`config.mk`:
```
export PLATFORM = sky130hd
export DESIGN_NAME = lgt_cell_unit
export DESIGN_NICKNAME = d
export VERILOG_FILES = /design/src/hw/rtl/lgt_pkg.sv /design/src/hw/rtl/lgt_cell_unit.sv
export SDC_FILE = /design/constraint.sdc
export NUM_CORES = 1
export LEC_CHECK = 0
export ABC_CLOCK_PERIOD_IN_PS = 5300
export BUFFER_PORTS_ARGS = -buffer_cell sky130_fd_sc_hd__buf_2
export CORE_AREA = 4 4 41 43
export DETAILED_ROUTE_END_ITERATION = 10
export DIE_AREA = 0 0 45 47
export RECOVER_POWER = 25
export SLEW_MARGIN = 20
export SYNTH_ARGS = -nofsm -noshare
export SYNTH_HDL_FRONTEND = slang
export SYNTH_SLANG_ARGS = --single-unit
```
`constraint.sdc`:
```
create_clock -name vclk -period 5.3
set_clock_uncertainty 0.1 [all_clocks]
set_input_delay 0.795 -clock vclk [all_inputs]
set_output_delay 0.795 -clock vclk [all_outputs]
set_load 0.1 [all_outputs]
```
`src/hw/rtl/lgt_pkg.sv`:
```
// shared types and constants for the toroidal life generation unit
package lgt_pkg;

   localparam int DIM_W     = 7;
   localparam int CMD_W     = 2;
   localparam int COORD_W   = 6;
   localparam int MIN_DIM   = 3;
   localparam int RESET_DIM = 64;
   localparam int CSR_DW    = 32;
   localparam int CSR_AW    = 3;

   typedef enum logic [CMD_W-1:0] {
      CMD_WRITE = 2'd0,
      CMD_READ  = 2'd1,
      CMD_CLEAR = 2'd2,
      CMD_STEP  = 2'd3
   } cmd_type;

   // register index as decoded from the word address bit
   localparam logic REG_GRID_WIDTH  = 1'b0;
   localparam logic REG_GRID_HEIGHT = 1'b1;

   // 3x3 window around one cell: bit 0 left, bit 1 centre, bit 2 right
   typedef struct packed {
      logic [2:0] up;
      logic [2:0] mid;
      logic [2:0] dn;
   } nbr_type;

endpackage

```
`src/hw/rtl/lgt_cell_unit.sv`:
```
// neighbour count and B3/S23 rule for one cell
module lgt_cell_unit
   import lgt_pkg::*;
(
   input  nbr_type window,
   output logic    next_alive
);

   logic [3:0] count;
   logic [7:0] nbrs;

   assign nbrs = {window.up, window.mid[2], window.mid[0], window.dn};

   always_comb begin
      count = 4'd0;
      for (int i = 0; i < 8; i++) begin
         count = count + 4'(nbrs[i]);
      end
   end

   assign next_alive = (count == 4'd3) || (window.mid[1] && (count == 4'd2));

endmodule

```
# ---- After elaboration in Yosys (flattened, before gate mapping)
# Index checks and enable logic that the tools add are counted.
dict set report word_totals {
  ff_bits 0
  latchBits 0
  mem_bits_rw 0
  rom_bits 0
  input_bits 9
  mem_count 0
}
dict set report classes {
  addsub 7
  n_mul 0
  div 0
  order_cmp 0
  n_eq_ne 2
  shifts 0
  muxes 0
  bitwise_logic 0
  n_reduce_logical 2
}
# cell n
set op_table {}
lappend op_table {{adder 4 x 1 -> 4 bit} 4}
lappend op_table {{equality test 4 x 2 -> 1 bit, second input constant} 2}
lappend op_table {{adder 3 x 1 -> 4 bit} 1}
lappend op_table {{adder 2 x 1 -> 3 bit} 1}
lappend op_table {{adder 1 x 1 -> 2 bit} 1}
lappend op_table {{logical AND 1 bit} 1}
lappend op_table {{logical OR 1 bit} 1}

# ---- Longest topological paths before layout
# Gate-level depths: netlist of run 1.
dict set report logic_depth {
  ltp_word 10
  depth_mapped 9
  mapped_depth_nobuf 9
}

# ---- Worst setup path before layout of run 1
# OpenSTA, ideal clock, no wires.
dict set report synth_path {
  path_kind {input-to-output}
  from {in window[0] (netlist name)}
  to {out next_alive}
  arrival_ns 4.593
  required_time_ns 4.405
  slack_ns -0.188
  cell_stages 9
  n_path_buf 0
  cell_sequence {inv_1 > fa_1 > fa_1 > fa_1 > inv_1 > ha_1 > fa_1 > or2_0 > a21oi_1}
}
dict set report synth_between {
  elab_chain_len 10
  word_cells_on_any_way 11
}
# item line_no
set synth_lines {}
lappend synth_lines {{start, declared} lgt_cell_unit.sv:5} ;# input nbr_type window,
lappend synth_lines {{adder 1 x 1 -> 2 bit *} lgt_cell_unit.sv:17} ;# count = count + 4'(nbrs[i]);
lappend synth_lines {{adder 2 x 1 -> 3 bit *} lgt_cell_unit.sv:17}
lappend synth_lines {{adder 3 x 1 -> 4 bit *} lgt_cell_unit.sv:17}
lappend synth_lines {{adder 4 x 1 -> 4 bit * (4 in series)} lgt_cell_unit.sv:17}
lappend synth_lines {{equality test 4 x 2 -> 1 bit} lgt_cell_unit.sv:21} ;# assign next_alive = (count == 4'd3) || (window.mid[1] && (count == 4'd2));
lappend synth_lines {{logical AND 1 bit} lgt_cell_unit.sv:21}
lappend synth_lines {{logical OR 1 bit *} lgt_cell_unit.sv:21}
lappend synth_lines {{end, declared} lgt_cell_unit.sv:6} ;# output logic next_alive
# Mark *: on every way between the ends. The rest lies on a longest branch, timed or not.

# ---- Worst setup path in the final report of run 1
# Ends and elaborated chain as after synthesis.

==> reports/qor.yml, run 1 <==
power:
  swShare: 0.6982
  p_sw_mw: 0.04236
  seqPwrFrac: 0
  pwr_density_cell_nw_per_um2: 235.4
  p_int_mw: 0.01831
  leakagePower_nw: 0.1579
  irDropWorstVdd_mv: 0.07583
  power_mw: 0.06067
  clkPwrFrac: 0
  comb_power_share: 1.000
hold_path:
  hold_start: "window[4]"
  min_path_cells: 4
  hp-class: "input pin to primary output"
  min_delay_worst_endpoint: "next_alive"
place:
  portBuffers: 10
  dp_hpwl_um: 295.1
  globalplace.congestion: 0.6297
  dp_cells: 48
synthesis:
  syn_area_per_cell_sq_um: 8.051
  synth_seq_area_share: 0
  syn_nets: 39
  ys_types: 7
  yosys_warnings: 0
  syn_inst: 23
  netlist_area_sq_um: 185.2
  yosysTopAreaCellShare: 0.4324
  yosysTopAreaCell: "fa_1"
  synth.area.top_cells: "fa_1 (43%), inv_1 (22%), ha_1 (20%)"
die:
  die_area_sq_um: 2115
  io_pins: 10
  dieWidth_um: 45
  initial_core_util: 0.1423
  dieHeight_um: 47
  rows: 13
  core_sq_um: 1301
global_route:
  grt_pass1_wl_um: 558
  gr-usage-met2: 0.05932
  antenna_found_initial: 0
  grt-ovfl-total: 0
  grt_use_met1: 0.04795
  grt_max_degree: 3
  grt.total_usage: 0.03323
  use_met3: 0
  grt-busiest-layer: "met2"
  grt_pass1_vias: 150
final_layout:
  layout-drive-gt1-share: 0.3333
  finalNetCount: 51
  seq_area_sq_um: 0
  flops_and_latches: 0
  nClkBuffers: 0
  multi_input_area_sq_um: 147.6
  fillers: 151
  antenna_cells: 0
  fin_util: 0.1981
  finalNonFillerCells: 48
  areaGrowthSynthToFinish_pct: 39.19
detailed_routing:
  num_vias: 161
  drt-total-wl_um: 294
  ant_nets: 0
  wl_per_cell_um: 6.125
  vias_per_cell: 3.354
  drc: 0
  first_pass_iters: 1
  dr.first_iter.drc_count: 0
clock_tree:
  hold_buffers: 0
  cts_resized: 0
  cts_setup_buffers: 0
critical_path:
  cp_num_buf_inv: 4
  cp_top_family: "adder cells"
  cp_cell_sequence: "buf_2 -> inv_1 -> fa_1 -> fa_1 -> fa_1 -> inv_1 -> ha_1 -> fa_1 -> or2_0 -> a21oi_2 -> clkbuf_2"
  worst_path_max_delay_cell: "fa_1"
  required_ps: 4410
  cp-start-kind: "input pin"
  critical-path-max-stage-delay_ps: 550
  worstSetupStartpoint: "window[0]"
  crit_path_end_kind: "primary output"
  worstPathArrival_ps: 3850
  cp_max_fo: 2
  critical_path_class: "input pin to primary output"
  cp_common_cell: "fa_1"
timing:
  rsz0062_at_grt: "no"
  max_freq_ghz: 0.2107
  finalCriticalPeriod_ps: 4746
  tns_ps: 0
  hold_viol: 0
  setup_viol_count_final: 0
  final.period_utilization: 0.8954
  tightest_slew_ps: 543.4
  hold_ws_ps: 2194
  relSlewSlack: 0.6393
  slew_violations: 0
job:
  maxCapViolCount: 0
status:
  status: "finished clean"
cells in the final DEF, fill, tap and decap left out:
cell / instances
or2_0: 1
a21oi_1: 1
ha_1: 3
nand3_1: 1
buf_2: 9
inv_1: 11
a21oi_2: 1
fa_1: 4
clkbuf_2: 1
o21ai_0: 1
cell families after synthesis:
group | synth area share
adder cells (fa/ha/maj) | 0.6352
AO/OA/AOI/OAI | 0.08106
AND/OR/NAND/NOR | 0.06081
buffers and inverters | 0.2230
worst max-delay path by stage:
stage	end	slack, ps	depth (start not counted)
detailed placement	next_alive	560	11
global route	next_alive	420	11
floorplan	next_alive	420	9
CTS	next_alive	560	11
global placement	next_alive	580	11
finish	next_alive	550	11
stage by stage:
step	setup WS (ps)	cell area [sq um]
after floorplan	416.8	188.9
after global placement	579.2	257.7
after detailed placement	558.4	257.7
after CTS	557.7	257.7
after global routing	415.8	257.7
final	554.5	257.7
power groups by stage:
stage / Combinational [mW] / Sequential [mW] / Clock, mW
6_report: 0.0607 / 0 / 0
5_1_grt: 0.0700 / 0 / 0
4_1_cts: 0.0624 / 0 / 0
3_5_place_dp: 0.0620 / 0 / 0
3_3_place_gp: 0.0607 / 0 / 0
2_1_floorplan: 0.0503 / 0 / 0
layout make-up:
cell class,instances,area share
Timing Repair Buffer,10,0.1942
Multi-Input combinational cell,12,0.5728
Tap cell,15,0.07282
Inverter,11,0.1602
Yosys cell counts:
master   count
fa_1         4
a21oi_1      2
ha_1         3
or2_0        1
inv_1       11
o21ai_0      1
nand3_1      1
per-layer routing:
metal	part of all wire	vias up
li1	-	85
met1	0.45	69
met2	0.41	7
met3	0.14	0
met4	0	0
met5	0	-
Note: power is estimated with default switching activity, not from simulation.
==> run 2, diff against run 1 <==
ABC_AREA = 1   (was not set)
REMOVE_ABC_BUFFERS = 1   (was not set)
==> run 2 against run 1 <==
Flip-flop and latch count unchanged. Die area unchanged. Non-clock buffer count unchanged. Synthesized cell count increased by 22%. Total power increased by 9.4%. First-iteration DRC count unchanged. Fmax increased by 1.4%.
==> reports/qor.yml, run 2 <==
synthesis:
  syn_area_per_cell_sq_um: 7.150  # -11%
  synth_common_cells: "inv_1 (15), fa_1 (4), ha_1 (3), nand2_1 (3), nand3_1 (2)"
  yosysTopAreaCellShare: 0.4000  # -0.03243
  ys_types: 6  # -1
  synth.area.top_cells: "fa_1 (40%), inv_1 (28%), ha_1 (19%)"
  yosysTopAreaCell: "fa_1"
  yosys_warnings: 0  # unchanged
  synth_seq_area_share: 0  # unchanged
  syn_inst: 28  # +22%
  netlist_area_sq_um: 200.2  # +8.1%
  yosysMostFrequentCell: "inv_1"
timing:
  tns_ps: 0  # unchanged
  slew_violations: 0  # unchanged
  final.period_utilization: 0.8830  # -0.01236
  relSlewSlack: 0.6417  # +0.002437
  tightest_slew_ps: 539.7  # -3.672 ps
  rsz0062_at_grt: "no"
  hold_viol: 0  # unchanged
  fin_ws_ps: 620.0  # +65.52 ps
  hold_ws_ps: 2115  # -79.23 ps
  finalCriticalPeriod_ps: 4680  # -65.52 ps
  max_freq_ghz: 0.2137  # +1.4%
  setup_viol_count_final: 0  # unchanged
power:
  pwr_density_cell_nw_per_um2: 246.7  # +4.8%
  power_mw: 0.06637  # +9.4%
  irDropWorstVdd_mv: 0.08434  # +11%
  leakagePower_nw: 0.1795  # +14%
final_layout:
  final_common_cell: "inv_1"
  seq_area_sq_um: 0  # unchanged
  finalNetCount: 56  # +9.8%
  antenna_cells: 0  # unchanged
  layout-drive-gt1-share: 0.2632  # -0.07018
  fin_util: 0.2067  # +0.008654
  areaGrowthSynthToFinish_pct: 34.37
  flops_and_latches: 0  # unchanged
  fillers: 160  # +6.0%
  nClkBuffers: 0  # unchanged
  layout_common_cells: "inv_1 (15), buf_2 (9), fa_1 (4), nand2_1 (3), ha_1 (3)"
die:
  die_area_sq_um: 2115  # unchanged
  initial_core_util: 0.1538  # +0.01154
  core_sq_um: 1301  # unchanged
  io_pins: 10  # unchanged
  dieWidth_um: 45  # unchanged
  rows: 13  # unchanged
  dieHeight_um: 47  # unchanged
global_route:
  antenna_found_initial: 0  # unchanged
  grt.total_usage: 0.03320  # about the same
  grt_pass1_wl_um: 565  # +1.3%
  grt-ovfl-total: 0  # unchanged
  grt_max_degree: 3  # unchanged
  grt_pass1_vias: 175  # +17%
critical_path:
  cp_max_fo: 2  # unchanged
  cp_top_family: "adder cells"
  critical-path-max-stage-delay_ps: 540  # about the same
  cp_num_buf_inv: 4  # unchanged
  crit_path_end_kind: "primary output"
  cp_cell_sequence: "buf_2 -> inv_1 -> fa_1 -> fa_1 -> fa_1 -> inv_1 -> ha_1 -> fa_1 -> nand3_1 -> a21oi_1 -> clkbuf_2"
  worst_path_max_delay_cell: "fa_1"
  required_ps: 4410  # about the same
  worstPathArrival_ps: 3790  # -60 ps
  cp-start-kind: "input pin"
  critical_path_class: "input pin to primary output"
  cp_common_cell: "fa_1"
detailed_routing:
  wl_per_cell_um: 6.245  # +2.0%
  vias_per_cell: 3.434  # +2.4%
  ant_nets: 0  # unchanged
  first_pass_iters: 1  # unchanged
  dr.first_iter.drc_count: 0  # unchanged
  num_vias: 182  # +13%
  drt-total-wl_um: 331  # +13%
  drc: 0  # unchanged
hold_path:
  hp-class: "input pin to primary output"
place:
  globalplace.congestion: 0.6578  # +4.5%
  pre_cts_ws_ps: 633.2  # +74.77 ps
  dp_hpwl_um: 338.1  # +15%
  portBuffers: 10  # unchanged
clock_tree:
  hold_buffers: 0  # unchanged
  cts_resized: 0  # unchanged
  cts_setup_buffers: 0  # unchanged
status:
  status: "finished clean"
job:
  maxCapViolCount: 0  # unchanged
==> run 2: cell type report <==
cell class | instances | area [sq um] | area share
Multi-Input combinational cell | 13 | 143.9 | 0.5349
Inverter | 15 | 56.30 | 0.2093
Timing Repair Buffer | 10 | 50.05 | 0.1860
Tap cell | 15 | 18.77 | 0.06977
==> run 2: where the power goes <==
part | leakage, nW | switching (mW) | internal (mW) | total [mW]
clock network | 0 | 0 | 0 | 0
registers | 0 | 0 | 0 | 0
logic | 0.180 | 0.0462 | 0.0201 | 0.0664
total | 0.180 | 0.0462 | 0.0201 | 0.0664
==> run 2: cell families after synthesis <==
family / count (synthesis) / share of synthesized area
buf+inv: 15 / 0.2812
simple gates: 5 / 0.1062
fa+ha+maj: 7 / 0.5875
compound gates: 1 / 0.02498
==> run 2: path summary, 6_finish.rpt <==
path,from,to,slack [ps],cells past startpoint
worst max-delay path,window[0],next_alive,620,11
worst min-delay path,window[4],next_alive,2110,6
==> run 2: layer usage <==
layer | share of wire | GRT usage | wire [um]
met5 | 0 | 0 | 0
met4 | 0 | 0 | 0
met3 | 0.094 | 0 | 31
met2 | 0.56 | 0.07062 | 185
met1 | 0.34 | 0.03872 | 114
==> run 2: through the flow <==
stage | cells | instance area, sq um
CTS | 53 | 269.0
detailed placement | 53 | 269.0
finish | 53 | 269.0
global placement | 53 | 269.0
global route | 53 | 269.0
floorplan | 28 | 200.2
==> run 3, diff against run 2 <==
--- a/constraint.sdc
+++ b/constraint.sdc
@@ -4,2 +4,2 @@
 set_output_delay 0.795 -clock vclk [all_outputs]
-set_load 0.1 [all_outputs]
+set_load 0.05 [all_outputs]
==> run 3 against run 2 <==
Hold slack got worse by 70 ps. Critical path depth unchanged. Fmax about the same. Routed wire length decreased by 7.6%. Core utilization shrank 0.096 points. Worst setup slack better by 0.60 ps. Sequential share of layout area unchanged. Via count shrank 0.55%. Flip-flop and latch count unchanged. Clock-buffer cell count unchanged. Cell count unchanged. Total power down 22%. Critical path type unchanged.
==> reports/qor.yml, run 3 (synthesis gave the netlist of run 2 again) <==
final_layout:
  antenna_cells: 0  # unchanged
  fin_util: 0.2058  # -0.0009620
  nClkBuffers: 0  # unchanged
  finalNonFillerCells: 53  # unchanged
  layout_common_cells: "inv_1 (15), buf_2 (9), fa_1 (4), nand2_1 (3), ha_1 (3)"
  final_common_cell: "inv_1"
  seq_area_sq_um: 0  # unchanged
  flops_and_latches: 0  # unchanged
  multi_input_area_sq_um: 143.9  # unchanged
  finalNetCount: 56  # unchanged
  areaGrowthSynthToFinish_pct: 33.75
  layout-drive-gt1-share: 0.2368  # -0.02632
  fillers: 155  # -3.1%
timing:
  slew_violations: 0  # unchanged
  tightest_slew_ps: 589.1  # +49.40 ps
  hold_viol: 0  # unchanged
  relSlewSlack: 0.6089  # -0.03278
  tns_ps: 0  # unchanged
  rsz0062_at_grt: "no"
  final.period_utilization: 0.8829  # about the same
  setup_viol_count_final: 0  # unchanged
  max_freq_ghz: 0.2137  # about the same
  finalCriticalPeriod_ps: 4679  # -0.5970 ps
  fin_ws_ps: 620.6  # +0.5970 ps
status:
  status: "finished clean"
detailed_routing:
  wl_per_cell_um: 5.774  # -7.6%
  ant_nets: 0  # unchanged
  drt-total-wl_um: 306  # -7.6%
  drc: 0  # unchanged
  vias_per_cell: 3.415  # -0.55%
  first_pass_iters: 1  # unchanged
  dr.first_iter.drc_count: 0  # unchanged
  num_vias: 181  # -0.55%
global_route:
  grt_pass1_vias: 172  # -1.7%
  grt.total_usage: 0.03004  # -0.003162
  antenna_found_initial: 0  # unchanged
  grt_max_degree: 3  # unchanged
  grt-ovfl-total: 0  # unchanged
  grt_pass1_wl_um: 517  # -8.5%
die:
  initial_core_util: 0.1538  # unchanged
  rows: 13  # unchanged
  dieHeight_um: 47  # unchanged
  core_sq_um: 1301  # unchanged
  die_area_sq_um: 2115  # unchanged
  dieWidth_um: 45  # unchanged
  io_pins: 10  # unchanged
place:
  dp_cells: 53  # unchanged
  globalplace.congestion: 0.6658  # +1.2%
  portBuffers: 10  # unchanged
  dp_hpwl_um: 313.1  # -7.4%
  pre_cts_ws_ps: 812.1  # +178.9 ps
clock_tree:
  cts_setup_buffers: 0  # unchanged
  hold_buffers: 0  # unchanged
  cts_resized: 0  # unchanged
critical_path:
  crit_path_end_kind: "primary output"
  worstPathArrival_ps: 3780  # about the same
  critical_path_class: "input pin to primary output"
  crit_path_end: "next_alive"
  worstSetupStartpoint: "window[0]"
  cp_max_fo: 2  # unchanged
  cp-start-kind: "input pin"
  required_ps: 4410  # about the same
job:
  maxCapViolCount: 0  # unchanged
power:
  pwr_density_cell_nw_per_um2: 192.4  # -22%
  irDropWorstVdd_mv: 0.05543  # -34%
  leakagePower_nw: 0.1763  # -1.8%
hold_path:
  hp-class: "input pin to primary output"
## run 3: changes by cell type in the layout (fill, tap and decap cells not counted)
cell,previous run,this run
clkbuf_1,0,1
clkbuf_2,1,0
## run 3: cell type report
| class | count | share of cell area |
|---|---|---|
| inverter | 15 | 0.2103 |
| tap | 15 | 0.07009 |
| multi-input combinational | 13 | 0.5374 |
| timing repair buffer | 10 | 0.1822 |
## run 3: critical path, stage by stage
cell and delay [ps]:
buf_2 70, inv_1 40, fa_1 540, fa_1 420, fa_1 490, inv_1 40, ha_1 210, fa_1 510
nand3_1 70, a21oi_1 110, clkbuf_1 470
## run 3: how the worst min path moves through the flow
stage	slack (ps)	start	depth (start not counted)	end
after floorplan	1800	window[4]	4	next_alive
after global placement	1960	window[4]	6	next_alive
after detailed placement	1970	window[4]	6	next_alive
after CTS	1970	window[4]	6	next_alive
after global routing	2110	window[4]	6	next_alive
final	2040	window[4]	6	next_alive
## run 3: metal layers
metal  routed length [um]  part of all wire  GRT usage  vias to the layer above
met4                    0                 0          0                        0
met2                  164              0.54    0.06780                        5
met1                  121              0.40    0.03189                       81
met3                   20             0.065          0                        0
li1                     -                 -          -                       95
met5                    0                 0          0                        -
## run 3: report_power, final
part	leakage [nW]	switching, mW	internal (mW)
clock	0	0	0
combinational	0.176	0.0326	0.0190
sequential	0	0	0
total	0.176	0.0326	0.0190
## run 3: through the flow
| stage | area (sq um) | power, mW | hold WS (ps) |
|---|---|---|---|
| 6_report | 267.8 | 0.05153 | 2045 |
| 5_1_grt | 267.8 | 0.05878 | 2105 |
| 4_1_cts | 269.0 | 0.05414 | 1972 |
| 3_5_place_dp | 269.0 | 0.05357 | 1970 |
| 3_3_place_gp | 269.0 | 0.05405 | 1957 |
| 2_1_floorplan | 200.2 | 0.04137 | 1803 |
